--- src/hw/rtl/gsms_pkg.sv ---
// Shared types, codes and reset values for the gas sensor measurement sequencer.
`timescale 1ns / 1ps

package gsms_pkg;

    localparam int unsigned IN_DATA_W  = 96;
    localparam int unsigned OUT_DATA_W = 168;
    localparam int unsigned CFG_ADDR_W = 3;
    localparam int unsigned CFG_DATA_W = 31;

    localparam logic [31:0] HALF_RANGE = 32'h8000_0000;

    typedef enum logic [1:0] {
        FUNC_START   = 2'd0,
        FUNC_POLL    = 2'd1,
        FUNC_RECOVER = 2'd2
    } func_t;

    typedef enum logic [2:0] {
        ST_NOT_FOUND  = 3'd0,
        ST_STARTING   = 3'd1,
        ST_WAITING    = 3'd2,
        ST_READY      = 3'd3,
        ST_ERROR      = 3'd4,
        ST_RECOVERING = 3'd5
    } dev_state_t;

    typedef enum logic [1:0] {
        PH_IDLE       = 2'd0,
        PH_SETTLE     = 2'd1,
        PH_WAIT_READY = 2'd2,
        PH_WAIT_MEAS  = 2'd3
    } phase_t;

    localparam logic [CFG_ADDR_W-1:0] CFG_FAIL_LIMIT        = 3'd0;
    localparam logic [CFG_ADDR_W-1:0] CFG_STALE_TIMEOUT_MS  = 3'd1;
    localparam logic [CFG_ADDR_W-1:0] CFG_START_INTERVAL_MS = 3'd2;
    localparam logic [CFG_ADDR_W-1:0] CFG_RESPONSE_DELAY_MS = 3'd3;
    localparam logic [CFG_ADDR_W-1:0] CFG_SETTLE_DELAY_MS   = 3'd4;

    localparam logic [7:0]  RST_FAIL_LIMIT        = 8'd3;
    localparam logic [30:0] RST_STALE_TIMEOUT_MS  = 31'd60000;
    localparam logic [30:0] RST_START_INTERVAL_MS = 31'd5000;
    localparam logic [15:0] RST_RESPONSE_DELAY_MS = 16'd1;
    localparam logic [15:0] RST_SETTLE_DELAY_MS   = 16'd500;

    typedef struct packed {
        logic [7:0]  fail_limit;
        logic [30:0] stale_timeout_ms;
        logic [30:0] start_interval_ms;
        logic [15:0] response_delay_ms;
        logic [15:0] settle_delay_ms;
    } cfg_t;

    typedef struct packed {
        func_t       func;
        logic [31:0] now_ms;
        logic [3:0]  probe_status;
        logic [3:0]  first_status;
        logic [3:0]  second_status;
        logic        data_ready;
        logic        meas_valid;
        logic [47:0] meas_data;
    } item_t;

    typedef struct packed {
        dev_state_t  dev_state;
        phase_t      phase;
        logic [7:0]  error_run;
        logic [31:0] ok_ops;
        logic [31:0] bad_ops;
        logic [31:0] recoveries;
        logic [3:0]  error_code;
        logic        sample_ok;
        logic [47:0] sample_store;
        logic [31:0] start_time;
        logic [31:0] response_deadline;
        logic [31:0] settle_deadline;
        logic [31:0] sample_time;
    } state_t;

endpackage

--- src/hw/rtl/gsms_step.sv ---
// Next-state and call status logic for one sequencer word.
`timescale 1ns / 1ps

module gsms_step
    import gsms_pkg::*;
(
    input  state_t      cur,
    input  cfg_t        cfg,
    input  item_t       item,
    output state_t      nxt,
    output logic [3:0]  status
);

    logic [31:0] settle_diff;
    logic [31:0] resp_diff;
    logic [31:0] start_age;
    logic [31:0] sample_age;
    logic        settle_reached;
    logic        resp_reached;
    logic        start_due;
    logic        stale;
    state_t      fail_second;
    state_t      pol;

    function automatic state_t note_ok(input state_t s);
        state_t r;
        r = s;
        r.ok_ops = s.ok_ops + 32'd1;
        r.error_run = '0;
        return r;
    endfunction

    function automatic state_t note_fail(input state_t s, input logic [3:0] code);
        state_t r;
        r = s;
        r.error_code = code;
        r.bad_ops = s.bad_ops + 32'd1;
        if (s.error_run != 8'hFF)
        begin
            r.error_run = s.error_run + 8'd1;
        end
        return r;
    endfunction

    function automatic state_t fail_esc(input state_t s, input logic [3:0] code,
                                        input logic [7:0] thr);
        state_t r;
        r = note_fail(s, code);
        if (r.error_run >= thr)
        begin
            r.phase = PH_IDLE;
            r.sample_ok = 1'b0;
            r.dev_state = ST_ERROR;
        end
        return r;
    endfunction

    assign settle_diff    = item.now_ms - cur.settle_deadline;
    assign resp_diff      = item.now_ms - cur.response_deadline;
    assign start_age      = item.now_ms - cur.start_time;
    assign sample_age     = item.now_ms - cur.sample_time;
    assign settle_reached = settle_diff < HALF_RANGE;
    assign resp_reached   = resp_diff < HALF_RANGE;
    assign start_due      = start_age >= {1'b0, cfg.start_interval_ms};
    assign stale          = (cur.dev_state == ST_READY)
                            && (sample_age >= {1'b0, cfg.stale_timeout_ms});

    always_comb
    begin
        fail_second = note_fail(cur, item.second_status);
        fail_second.error_code = item.second_status;
        pol = cur;
        if (stale)
        begin
            pol.sample_ok = 1'b0;
            pol.dev_state = ST_WAITING;
        end
        nxt = cur;
        status = '0;
        case (item.func)
            FUNC_START:
            begin
                if (item.probe_status != 4'd0)
                begin
                    nxt.dev_state = ST_NOT_FOUND;
                    nxt.error_code = item.probe_status;
                    status = item.probe_status;
                end
                else if (item.first_status == 4'd0)
                begin
                    nxt = note_ok(cur);
                    nxt.error_code = '0;
                    nxt.start_time = item.now_ms;
                    nxt.dev_state = ST_STARTING;
                    nxt.phase = PH_IDLE;
                end
                else if (item.second_status != 4'd0)
                begin
                    nxt = fail_second;
                    if (fail_second.error_run >= cfg.fail_limit)
                    begin
                        nxt.dev_state = ST_ERROR;
                    end
                    status = item.second_status;
                end
                else
                begin
                    nxt.error_code = '0;
                    nxt.settle_deadline = item.now_ms + {16'd0, cfg.settle_delay_ms};
                    nxt.dev_state = ST_STARTING;
                    nxt.phase = PH_SETTLE;
                end
            end
            FUNC_POLL:
            begin
                if (cur.dev_state == ST_STARTING)
                begin
                    if (cur.phase == PH_SETTLE)
                    begin
                        if (settle_reached)
                        begin
                            nxt.phase = PH_IDLE;
                            if (item.first_status != 4'd0)
                            begin
                                nxt = fail_esc(nxt, item.first_status, cfg.fail_limit);
                            end
                            else
                            begin
                                nxt = note_ok(nxt);
                                nxt.start_time = item.now_ms;
                                nxt.error_code = '0;
                            end
                        end
                    end
                    else if (start_due)
                    begin
                        nxt.dev_state = ST_WAITING;
                        nxt.phase = PH_IDLE;
                    end
                end
                else if (cur.dev_state == ST_WAITING || cur.dev_state == ST_READY)
                begin
                    nxt = pol;
                    if (cur.error_run >= cfg.fail_limit)
                    begin
                        nxt.phase = PH_IDLE;
                        nxt.sample_ok = 1'b0;
                        nxt.dev_state = ST_ERROR;
                    end
                    else
                    begin
                        case (cur.phase)
                            PH_IDLE:
                            begin
                                if (item.first_status != 4'd0)
                                begin
                                    nxt = fail_esc(pol, item.first_status,
                                                   cfg.fail_limit);
                                end
                                else
                                begin
                                    nxt.response_deadline =
                                        item.now_ms + {16'd0, cfg.response_delay_ms};
                                    nxt.phase = PH_WAIT_READY;
                                end
                            end
                            PH_WAIT_READY:
                            begin
                                if (resp_reached)
                                begin
                                    nxt.phase = PH_IDLE;
                                    if (item.first_status != 4'd0)
                                    begin
                                        nxt = fail_esc(nxt, item.first_status,
                                                       cfg.fail_limit);
                                    end
                                    else if (item.data_ready)
                                    begin
                                        if (item.second_status != 4'd0)
                                        begin
                                            nxt = fail_esc(nxt, item.second_status,
                                                           cfg.fail_limit);
                                        end
                                        else
                                        begin
                                            nxt.response_deadline =
                                                item.now_ms + {16'd0, cfg.response_delay_ms};
                                            nxt.phase = PH_WAIT_MEAS;
                                        end
                                    end
                                end
                            end
                            PH_WAIT_MEAS:
                            begin
                                if (resp_reached)
                                begin
                                    nxt.phase = PH_IDLE;
                                    if (item.first_status != 4'd0)
                                    begin
                                        nxt = fail_esc(nxt, item.first_status,
                                                       cfg.fail_limit);
                                    end
                                    else if (item.meas_valid)
                                    begin
                                        nxt = note_ok(nxt);
                                        nxt.sample_store = item.meas_data;
                                        nxt.sample_ok = 1'b1;
                                        nxt.sample_time = item.now_ms;
                                        nxt.dev_state = ST_READY;
                                        nxt.error_code = '0;
                                    end
                                end
                            end
                            default:
                            begin
                                nxt = pol;
                            end
                        endcase
                    end
                end
            end
            FUNC_RECOVER:
            begin
                nxt.recoveries = cur.recoveries + 32'd1;
                nxt.error_run = '0;
                nxt.sample_ok = 1'b0;
                nxt.dev_state = ST_RECOVERING;
            end
            default:
            begin
                nxt = cur;
            end
        endcase
    end

endmodule

--- src/hw/rtl/gas_sensor_measurement_sequencer.sv ---
// Top level of the gas sensor measurement sequencer: config, state and result registers.
//
//  channel   dir  handshake          payload
//  s_*       in   s_tvalid/s_tready  s_tuser func, s_tdata sensor timestamp and outcomes
//  m_*       out  m_tvalid/m_tready  m_tdata state, counters and sample
//  cfg_*     in   cfg_we             cfg_addr register index, cfg_wdata value
//
// One word is accepted per cycle; its result appears in the output register on the
// next cycle. The whole step is one pass of compare and add logic before the state
// and result registers. s_tready is high while the result register is empty or
// being drained, so a stalled output holds one result and stops the input.
// Reset clears the state register and the output valid flag and loads the register defaults.
`timescale 1ns / 1ps

module gas_sensor_measurement_sequencer
    import gsms_pkg::*;
(
    input  logic                  clk,
    input  logic                  rst_n,
    input  logic                  s_tvalid,
    output logic                  s_tready,
    // now_ms, probe_status, first_status, second_status, data_ready, meas_valid,
    // meas_data, zero pad
    input  logic [IN_DATA_W-1:0]  s_tdata,
    // func
    input  logic [1:0]            s_tuser,
    output logic                  m_tvalid,
    input  logic                  m_tready,
    // device_state, phase, has_valid_sample, last_error, call_status,
    // fail_run, success_count, failure_count, recover_total,
    // sample_data, zero pad
    output logic [OUT_DATA_W-1:0] m_tdata,
    input  logic                  cfg_we,
    input  logic [CFG_ADDR_W-1:0] cfg_addr,
    input  logic [CFG_DATA_W-1:0] cfg_wdata
);

    cfg_t                  cfg_reg;
    state_t                state_reg;
    state_t                state_next;
    item_t                 item;
    logic [3:0]            status;
    logic                  m_tvalid_reg;
    logic [OUT_DATA_W-1:0] m_tdata_reg;
    logic [OUT_DATA_W-1:0] m_tdata_next;
    logic                  accept;
    logic                  has_sample;

    assign s_tready = !m_tvalid_reg || m_tready;
    assign accept   = s_tvalid && s_tready;
    assign m_tvalid = m_tvalid_reg;
    assign m_tdata  = m_tdata_reg;

    assign item.func          = func_t'(s_tuser);
    assign item.now_ms        = s_tdata[31:0];
    assign item.probe_status  = s_tdata[35:32];
    assign item.first_status  = s_tdata[39:36];
    assign item.second_status = s_tdata[43:40];
    assign item.data_ready    = s_tdata[44];
    assign item.meas_valid    = s_tdata[45];
    assign item.meas_data     = s_tdata[93:46];

    gsms_step u_step (
        .cur    (state_reg),
        .cfg    (cfg_reg),
        .item   (item),
        .nxt    (state_next),
        .status (status)
    );

    assign has_sample = (state_next.dev_state == ST_READY) && state_next.sample_ok;

    assign m_tdata_next = {
        2'b00,
        state_next.sample_store,
        state_next.recoveries,
        state_next.bad_ops,
        state_next.ok_ops,
        state_next.error_run,
        status,
        state_next.error_code,
        has_sample,
        state_next.phase,
        state_next.dev_state
    };

    always_ff @(posedge clk or negedge rst_n)
    begin
        if (!rst_n)
        begin
            cfg_reg.fail_limit        <= RST_FAIL_LIMIT;
            cfg_reg.stale_timeout_ms  <= RST_STALE_TIMEOUT_MS;
            cfg_reg.start_interval_ms <= RST_START_INTERVAL_MS;
            cfg_reg.response_delay_ms <= RST_RESPONSE_DELAY_MS;
            cfg_reg.settle_delay_ms   <= RST_SETTLE_DELAY_MS;
        end
        else if (cfg_we)
        begin
            case (cfg_addr)
                CFG_FAIL_LIMIT:        cfg_reg.fail_limit        <= cfg_wdata[7:0];
                CFG_STALE_TIMEOUT_MS:  cfg_reg.stale_timeout_ms  <= cfg_wdata;
                CFG_START_INTERVAL_MS: cfg_reg.start_interval_ms <= cfg_wdata;
                CFG_RESPONSE_DELAY_MS: cfg_reg.response_delay_ms <= cfg_wdata[15:0];
                CFG_SETTLE_DELAY_MS:   cfg_reg.settle_delay_ms   <= cfg_wdata[15:0];
                default:               cfg_reg <= cfg_reg;
            endcase
        end
    end

    always_ff @(posedge clk or negedge rst_n)
    begin
        if (!rst_n)
        begin
            state_reg    <= '0;
            m_tvalid_reg <= 1'b0;
        end
        else
        begin
            if (accept)
            begin
                state_reg    <= state_next;
                m_tvalid_reg <= 1'b1;
            end
            else if (m_tready)
            begin
                m_tvalid_reg <= 1'b0;
            end
        end
    end

    always_ff @(posedge clk)
    begin
        if (accept)
        begin
            m_tdata_reg <= m_tdata_next;
        end
    end

endmodule

--- config.mk ---
export PLATFORM = sky130hd
export DESIGN_NAME = gas_sensor_measurement_sequencer
export DESIGN_NICKNAME = d
export VERILOG_FILES = /design/src/hw/rtl/gsms_pkg.sv /design/src/hw/rtl/gsms_step.sv /design/src/hw/rtl/gas_sensor_measurement_sequencer.sv
export SDC_FILE = /design/constraint.sdc
export NUM_CORES = 2
export LEC_CHECK = 0
export BUFFER_PORTS_ARGS = -buffer_cell sky130_fd_sc_hd__buf_2
export CAP_MARGIN = 20
export CORE_MARGIN = 2
export CORE_UTILIZATION = 40
export CTS_CLUSTER_SIZE = 28
export DETAILED_ROUTE_END_ITERATION = 7
export SLEW_MARGIN = 30
export SYNTH_ARGS = -nofsm -noshare
export SYNTH_HDL_FRONTEND = slang
export SYNTH_HIERARCHICAL = 1
export SYNTH_SLANG_ARGS = --single-unit
--- constraint.sdc ---
create_clock -name clk -period 5.13 [get_ports clk]
set_clock_uncertainty 0.05 [all_clocks]
set_input_delay 1.539 -clock clk [delete_from_list [all_inputs] [get_ports clk]]
set_output_delay 1.539 -clock clk [all_outputs]
set_load 0.01 [all_outputs]
Yosys cells after proc, flatten, opt, wreduce, memory -nomap -nowiden
Index checks and enable logic that the tools add are counted.

Bitwise gates (word level): 11. $lt $le $gt $ge: 11. Reductions and logical operators: 25. Eq/ne operators: 25. Mux-type cells: 91. Add/sub/neg operators: 10.

Operators by type and width (count): two-way mux 290 bit (11); one-hot mux 290 bit (3 select lines) (1); two-way mux 189 bit (2); one-hot mux 176 bit (2 select lines) (1); two-way mux 285 bit (1); two-way mux 8 bit (31); two-way mux 177 bit (1); two-way mux 176 bit (1); one-hot mux 64 bit (2 select lines) (1); subtractor 32 bit (4); two-way mux 108 bit (1); two-way mux 106 bit (1); two-way mux 104 bit (1); adder 32 x 1 -> 32 bit (second input constant) (3); two-way mux 32 bit (3); one-hot mux 32 bit (3 select lines) (1); adder 32 x 16 -> 32 bit (2); >= comparator 32 x 31 -> 1 bit (2); less-than comparator 32 bit (second input constant) (2); >= comparator 8 bit (7); two-way mux 5 bit (9); one-hot mux 8 bit (3 select lines) (1); two-way mux 4 bit (4); equality test 3 x 2 -> 1 bit (second input constant) (5); 29 further kinds (77).

Input port bits: 137. Register bits: 559. Logic and storage cells: 194. Output and inout bits: 170.

Logic depth before layout (Yosys ltp)
Word-level depth: 24. Mapped depth: 26. Gate-level depth less buffers: 26.

Hierarchy
The synthesis kept the hierarchy.

By module, submodules not included: gas_sensor_measurement_sequencer (instances 1, sequential area each 14845.5 um^2, area an instance 19732.7 um^2, cells each 1004); gsms_step (instances 1, sequential area each 0.0 um^2, area an instance 18341.3 um^2, cells each 2901).

Worst setup path before layout
Ideal clock, no wire load.

Path kind: in2reg. Start: input port s_tdata[0]. End: register m_tdata_reg[5] (netlist: m_tdata[5]), data pin. Stages on the path: 23. Buffers on the path: 0. Data required time: 4.946 ns. Setup slack: -1.034 ns. Setup time: 0.134 ns. Data arrival time: 5.980 ns. Cells stage by stage: inv_1 ha_1 inv_1 fa_1 a211o_1 a2111oi_2 o21ai_1 a41oi_2 a311o_1 a31oi_1 a21oi_1 o21ai_0 a21oi_1 xnor2_1 ha_1 a2111oi_0 o221ai_1 a21o_1 a31oi_1 o2111ai_1 a311o_1 a21oi_1 and4b_1.

RTL lines: start, declared (line gas_sensor_measurement_sequencer.sv:24) `input logic [IN_DATA_W-1:0] s_tdata,`; end signal, assigned (line gas_sensor_measurement_sequencer.sv:135) `m_tdata_reg <= m_tdata_next;`; end, declared (line gas_sensor_measurement_sequencer.sv:44) `logic [OUT_DATA_W-1:0] m_tdata_reg;`.

==> summary.txt <==
Run status
  • Status: finished with violations
  • Failing checks: negative setup slack

Placed design
  • Inst Count DP: 5675
  • Placer Congestion: 0.9326
  • Post-DP HPWL: 88.37 mm
  • Setup WS pre-CTS: -1890 ps
  • DP Area: 0.04378 mm²
  • Port Buffers: 302

Floorplan
  • Initial Util: 0.4019
  • Die Height: 312.5 µm
  • Die Width: 312.5 µm
  • Core Region: 0.09473 mm²
  • Die area: 0.09767 mm²
  • Io pins: 307
  • Row Count: 113

Power
  • Leakage: 20.24 nW
  • Power Dens Cells: 364.1 mW/mm²
  • Peak VDD IR: 0.3028 mV

Cells and area
  • Commonest cells after routing, fill and taps aside: 402 x buf_4, 372 x dfrtp_1, 366 x mux2_2
  • Non-filler cells in the finished layout: 5822
  • Number of flip-flops in the largest register: 290
  • Commonest non-fill, non-tap cell in the layout: buf_4
  • Syn-to-layout area delta: 22.14%
  • Share of layout cells above drive strength 1: 0.2965
  • NumNets Final: 4874
  • Design area: 0.04650 mm²

CTS
  • CTS tree: done
  • Root buffer cell: clkbuf_16
  • Clk_lat worst skew: 680 ps
  • Register clock-pin slew on the reported worst setup and hold paths: 60 ps
  • Cts bufs inserted: 68
  • CTS max path bufs: 3
  • CTS H-tree depth: 3
  • CTS Sinks: 559
  • Hold-fix buffers, CTS: 0

Critical path
  • R2r endpoint: m_tdata[5]
  • Crit-path max cell delay: 370 ps
  • Worst Setup End Kind: flop
  • Crit path launch type: input port
  • Reg2reg setup slack: -30 ps
  • Worst r2r src: state_reg[96]
  • Slowest-stage cell, CP: fa_2
  • CP max FO: 4
  • Data arrival, critical path: 6320 ps
  • Cell repeated most along the worst path: a21oi_2
  • Req. time, crit path: 5620 ps
  • Crit path kind: input port to flop
  • Reg2reg path depth: 24

Timing
  • Fin crit period: 5829 ps
  • Maximum operating frequency: 0.1716 GHz
  • Final setup fails: 12
  • Worst-Margin Slew: 1066 ps
  • Setup tns final: -6347 ps
  • Slew Viols, Final: 0
  • Slew headroom: 0.2866
  • RSZ-0062 raised after global routing: true
  • Final hold violation count: 0
  • Period utilization: 1.136
  • Fin worst setup slack: -698.6 ps

Synthesis
  • Top-area cell type share of the netlist area: 0.2445
  • Avg Synthesized Cell Area: 9.750 µm²
  • Synth Flop Type: dfrtp_1
  • Synth Register Bits: 559
  • Post-synth ARST share: 0.7030
  • Mapped Area: 0.03807 mm²
  • Mapped Cells: 3905
  • Leading area contributor after synthesis: dfrtp_1
  • Largest cells by area after synthesis: dfrtp_1 24%, edfxtp_1 13%, mux2_2 11%, ha_1 7.9%, a21oi_1 3.6%
  • Number of synthesized flops with an enable pin: 166
  • Sequential area share after synthesis: 0.3899
  • Synth cell types: 108
  • Ys Warns: 6

Detailed routing
  • Via density: 5.701
  • Iter 0 DRT Violations: 2599
  • Wire per inst: 20.67 µm
  • Initial DRT Pass Iterations: 6
  • Antenna viol nets, final: 0
  • DRC viols: 0
  • Via Count: 33190
  • Total wire length: 120.3 mm

Global route
  • Vias in the first global route: 32280
  • Largest net degree at the start of global routing: 104
  • Initial antenna violation count: 12
  • First-pass GRT wire length: 186.1 mm
  • GRT Total Usage: 0.2412
  • Gr ovfl total: 0

Hold path
  • Hold Crit Endpoint: cfg_reg[70]
  • Hold wc startpoint: cfg_reg[70]
  • Hold Path Depth: 1
  • Hold crit path type: flop to flop

Flow run
  • Max Cap Viol: 0
-- per-layer routing --
| layer | share of wire | vias up | global-route usage |
|---|---|---|---|
| li1 | - | 15600 | - |
| met1 | 0.42 | 16180 | 0.3114 |
| met2 | 0.48 | 1127 | 0.4108 |
| met3 | 0.060 | 282 | 0.03484 |
| met4 | 0.036 | 4 | 0.08776 |
| met5 | 0.00019 | - | 0 |
-- cell usage after synthesis (39+ instances only) --
cell,number
o221ai_1,57
xnor2_1,123
inv_1,254
mux2_2,371
nor3_1,98
a21oi_1,271
nand3_1,100
nor2_1,232
a21o_1,46
mux2i_1,39
xor2_1,67
edfxtp_1,166
ha_1,240
dfrtp_1,372
nand2_1,304
nand4_1,59
a22o_1,77
o21ai_0,195
clkbuf_1,128
-- worst max-delay path, delay by kind of cell --
family | cells | cell delay [ps]
xor+xnor | 1 | 100
buf+inv | 6 | 590
simple gates | 3 | 410
compound gates | 14 | 2860
fa+ha+maj | 3 | 790
-- area by class of cell --
class	count	area (µm²)
diodes	8	20.02
clock buffers	87	1823
clock inverters	39	576.8
fillers	8949	48230
inverters	256	980.9
multi-input cells	2874	21560
flip-flops and latches	559	14850
well taps	1265	1583
repair buffers	734	5111
-- per-stage QoR --
step | total power (W) | hold WS (ps) | util
2_1_floorplan | 0.009457 | 408.1 | -
3_3_place_gp | 0.01150 | 416.5 | 0.4619
3_5_place_dp | 0.01164 | 425.0 | 0.4621
4_1_cts | 0.01695 | 438.3 | 0.4896
5_1_grt | 0.01796 | 457.1 | 0.4908
6_report | 0.01693 | 431.8 | 0.4909
-- cell families after synthesis --
group / synth area share
AOI/OAI and AO/OA: 0.1839
muxes: 0.1272
buffers and inverters: 0.05274
other: 0.00009849
and+or+nand+nor: 0.1210
DFF: 0.3899
adders and majority gates: 0.08097
xor gates and xnor gates: 0.04413
-- how the worst max path moves through the flow --
stage               start          to  slack [ps]
2_1_floorplan  s_tdata[0]  m_tdata[5]        -680
3_3_place_gp   s_tdata[0]  m_tdata[5]       -1830
3_5_place_dp   s_tdata[0]  m_tdata[5]       -1890
4_1_cts        s_tdata[0]  m_tdata[5]        -620
5_1_grt        s_tdata[0]  m_tdata[5]        -870
6_report       s_tdata[0]  m_tdata[5]        -700
-- power by group --
group | switching (W) | total [W] | internal (W) | leakage, nW
Combinational | 0.00315 | 0.00600 | 0.00285 | 12.4
Sequential | 0.000532 | 0.00580 | 0.00527 | 6.70
Clock | 0.00214 | 0.00513 | 0.00299 | 1.16
-- repair_timing --
| item | in CTS | in global routing |
|---|---|---|
| buffers inserted | 11 | 5 |
| setup endpoints to repair | 12 | 12 |
| gates resized for setup | 28 | 15 |
| pin swaps | 19 | 31 |
Note: power is estimated with default switching activity, not from simulation.
